==> src/hdl/klr_pkg.sv <==
`timescale 1ns / 1ps
package klr_pkg;

    localparam int LAYERS = 16;
    localparam int KEYS   = 64;
    localparam int RULES  = 4;

    localparam int LAYER_W  = $clog2(LAYERS);
    localparam int DEPTH    = LAYERS * KEYS;
    localparam int ADDR_W   = $clog2(DEPTH);
    localparam int RULE_REGS = 4;
    localparam int RULE_IDX_W = 2;

    localparam logic [15:0] ALL_LAYERS = 16'((33'd1 << LAYERS) - 33'd1);
    localparam logic [15:0] HALF_TRANS = 16'hFFFF;
    localparam logic [3:0]  DANCE_KIND = 4'hE;
    localparam int          KIND_SHIFT = 28;
    localparam int          HALF_SHIFT = 16;

    // item kinds
    localparam logic [3:0] KIND_LOAD     = 4'd0;
    localparam logic [3:0] KIND_SET      = 4'd1;
    localparam logic [3:0] KIND_ON       = 4'd2;
    localparam logic [3:0] KIND_OFF      = 4'd3;
    localparam logic [3:0] KIND_TOGGLE   = 4'd4;
    localparam logic [3:0] KIND_P_SET    = 4'd5;
    localparam logic [3:0] KIND_P_ON     = 4'd6;
    localparam logic [3:0] KIND_P_OFF    = 4'd7;
    localparam logic [3:0] KIND_DEFAULT  = 4'd8;
    localparam logic [3:0] KIND_RESOLVE  = 4'd9;

    // register indexes
    localparam logic [2:0] REG_TRANSP     = 3'd0;
    localparam logic [2:0] REG_RULE_COUNT = 3'd1;
    localparam logic [2:0] REG_RULE_ZERO  = 3'd2;
    localparam logic [2:0] REG_RULE_ONE   = 3'd3;
    localparam logic [2:0] REG_RULE_TWO   = 3'd4;
    localparam logic [2:0] REG_RULE_THREE = 3'd5;

    typedef struct packed {
        logic [3:0]  kind;
        logic [5:0]  key_index;
        logic [3:0]  layer_number;
        logic [15:0] layer_mask;
        logic [31:0] entry_code;
    } klr_item_t;

    typedef struct packed {
        logic [31:0] resolved_code;
        logic [15:0] momentary_mask;
        logic [15:0] persistent_mask;
        logic [3:0]  highest_layer;
        logic [3:0]  default_layer;
    } klr_result_t;

    // keymap address of one layer and key
    function automatic logic [ADDR_W-1:0] klr_addr(input logic [LAYER_W-1:0] layer,
                                                   input logic [5:0] key);
        return ADDR_W'(int'(layer) * KEYS + int'(key));
    endfunction

    // open halves become zero
    function automatic logic [31:0] klr_close(input logic [15:0] hold,
                                              input logic [15:0] tap);
        logic [15:0] h;
        logic [15:0] t;
        h = (hold == HALF_TRANS) ? 16'd0 : hold;
        t = (tap == HALF_TRANS) ? 16'd0 : tap;
        return {h, t};
    endfunction

endpackage

==> src/hdl/klr_rule_unit.sv <==
`timescale 1ns / 1ps
module klr_rule_unit (
    input  logic [15:0] momentary,
    input  logic [15:0] persistent,
    input  logic [19:0] rule,
    output logic [15:0] momentary_out
);
    import klr_pkg::*;

    logic [15:0] need;
    logic [3:0]  target;
    logic [15:0] active;
    logic [15:0] bit_sel;

    assign need    = rule[15:0];
    assign target  = rule[19:16];
    assign active  = (momentary | persistent) & ALL_LAYERS;
    assign bit_sel = 16'd1 << target;

    // force target on when all required layers are active, else off
    always_comb
    begin
        momentary_out = momentary;
        if (5'(target) < 5'(LAYERS))
        begin
            if ((active & need) == need)
            begin
                momentary_out = (momentary | bit_sel) & ALL_LAYERS;
            end
            else
            begin
                momentary_out = momentary & ~bit_sel & ALL_LAYERS;
            end
        end
    end

endmodule

==> config.mk <==
export PLATFORM = sky130hd
export DESIGN_NAME = klr_rule_unit
export DESIGN_NICKNAME = d
export VERILOG_FILES = /design/src/hdl/klr_pkg.sv /design/src/hdl/klr_rule_unit.sv
export SDC_FILE = /design/constraint.sdc
export NUM_CORES = 1
export LEC_CHECK = 0
export BUFFER_PORTS_ARGS = -buffer_cell sky130_fd_sc_hd__buf_2
export CORE_MARGIN = 2
export CORE_UTILIZATION = 30
export DETAILED_ROUTE_END_ITERATION = 10
export PLACE_DENSITY = 0.83
export SKIP_LAST_GASP = 1
export SLEW_MARGIN = 20
export SYNTH_ARGS = -nofsm -noshare
export SYNTH_HDL_FRONTEND = slang
export SYNTH_SLANG_ARGS = --single-unit
export TNS_END_PERCENT = 10
==> constraint.sdc <==
create_clock -name vclk -period 1.4
set_clock_uncertainty 0.05 [all_clocks]
set_input_delay 0.28 -clock vclk [all_inputs]
set_output_delay 0.28 -clock vclk [all_outputs]
set_load 0.05 [all_outputs]
==> impl_metrics.ini <==
[run_status]
status = complete, but fails checks
violations = setup timing

[global_routing]
grt.busiest_layer = met2
grt_pass1_vias = 877
grt_pass1_wl_um = 3930
use_met1_pct = 25.9
use_met2_pct = 57.5
grt_use_met3_pct = 1.19
grt_overflow = 0
grt_antenna_before_repair = 0
grtUsageTotal_pct = 25.9
grt_max_degree = 12

[cells_and_area]
layout_common_cells = 50 x buf_2, 16 x mux2_4, 15 x buf_8
nFillCells = 85
clock_buffers = 0
utilization_pct = 81.7
seq_cells = 0
stdcell_count = 151
area_growth_pct = 146
diodes = 0
final_common_cell = buf_2
final_layout_size_suffix_gt1_share_pct = 80.7
seq_area_um2 = 0
fin_nets = 189
multiInputGateArea_um2 = 684

[sta]
tightest_slew_ns = 0.423
slew_violations = 0
max_freq_mhz = 521
setup_ws_ns = -0.521
setup_tns_ns = -8.13
rsz0062_at_grt = true
finalSetupViolations = 16
slew_headroom_pct = 71.8
finalCritPeriodShare_pct = 137
finalCriticalPeriod_ns = 1.92
hold_viol = 0

[logic_synthesis]
yosysWarnings = 0
syn_nets = 115
netlist_area_um2 = 517
yosysSeqAreaShare_pct = 0
synth_cells = 63
syn_avg_cell_area_um2 = 8.20
yosysUniqueCellTypes = 18

[detailed_routing]
num_vias = 888
dr.first_iter.drc_count = 8
drt-total-wl_um = 2880
ant_nets = 0
dr.pass1.iters = 4
drc = 0
vias_per_cell = 5.88
routedWlPerCell_um = 19.1

[placement]
dp.cells = 150
numPortBuffers = 68
dp_slack_ns = -0.599
gp_congestion = 0.726
dp_hpwl_um = 1600

[critical_path]
arrival_ns = 1.59
cp_max_fo = 8
critical_path_class = in -> out
startpoint_type = input port
worstSetupEndpointType = output pin
worstPathRequired_ns = 1.07

[die]
die-area_um2 = 2070
row_count = 14
die_h_um = 45.5
placeableCoreArea_um2 = 1560
start_util_pct = 33.1
die_x_um = 45.5
io_pins = 68

[power_and_ir_drop]
power_uw = 513
swShare_pct = 50.9
pwr-share-seq_pct = 0
vdd_ir_drop_max_uv = 271
p_comb_share_pct = 100.0
clock_power_share_pct = 0
powerDensity_nw_per_um2 = 402
p_leak_uw = 0.000608
p_int_uw = 252
switching_power_uw = 261

[clock_network]
hold_buffers = 0

[run]
drv_cap = 0

[worst_hold_path]
min-delay-path-class = in -> out
final cells by class:
type | instances | area share [%]
multi-input combinational | 59 | 53.7
timing repair buffer | 76 | 44.7
tap | 16 | 1.57
cell families (layout without fill, tap and decap cells):
family,Yosys count,in the layout,share of synthesized area (%)
buf+inv,5,76,6.29
simple gates,42,43,55.9
mux,16,16,37.8
metrics by stage:
stage / hold slack [ns] / area [µm²]
after floorplan: 0.732 / 539
after global placement: 0.971 / 927
after detailed placement: 0.972 / 927
after CTS: 0.878 / 1210
after global routing: 0.885 / 1270
final: 0.880 / 1270
cell usage after synthesis:
library cell  number  area share, %
nand4_1            1            1.2
nor4bb_1           2            3.9
mux2_4             4             12
and4_4             1            2.2
buf_8              1            2.9
nand4b_1           1            1.7
buf_1              1           0.73
nor4_2             1            2.4
clkbuf_1           1           0.73
nand2b_1           3            3.6
nor3b_1           18             26
mux2_2            12             26
nor4b_1            1            1.7
nand2_1            2            1.5
nor3_1             4            3.9
nor2_1             4            2.9
buf_2              2            1.9
nor4_1             4            4.8
power by group through the flow:
stage          Sequential [µW]  Clock [µW]  Combinational (µW)
2_1_floorplan                0           0                 236
5_1_grt                      0           0                 531
4_1_cts                      0           0                 476
3_3_place_gp                 0           0                 351
3_5_place_dp                 0           0                 356
6_report                     0           0                 513
worst max-delay path: stages:
cell     delay [ns]
buf_2          0.11
nor3b_4        0.14
nor4_2         0.39
and4_4         0.34
mux2_4         0.19
buf_8          0.14
timing repair:
action,4_1_cts,5_1_grt
pin swaps,5,5
gates resized for setup,69,11
endpoints found under the hold margin,0,0
gates cloned,1,0
buffers inserted,0,0
endpoints found under the setup margin,16,16
metal layers:
metal,part of all wire [%],vias to the layer above,wire (µm)
met5,0,-,0
met4,1.5,0,42
met3,6.8,6,197
met2,57,63,1650
met1,35,427,995
li1,-,392,-
worst paths after layout:
check	start	end	cells after the start
worst max-delay path	rule[4]	momentary_out[2]	6
worst min-delay path	momentary[12]	momentary_out[12]	3
(Power assumes the default switching activity.)
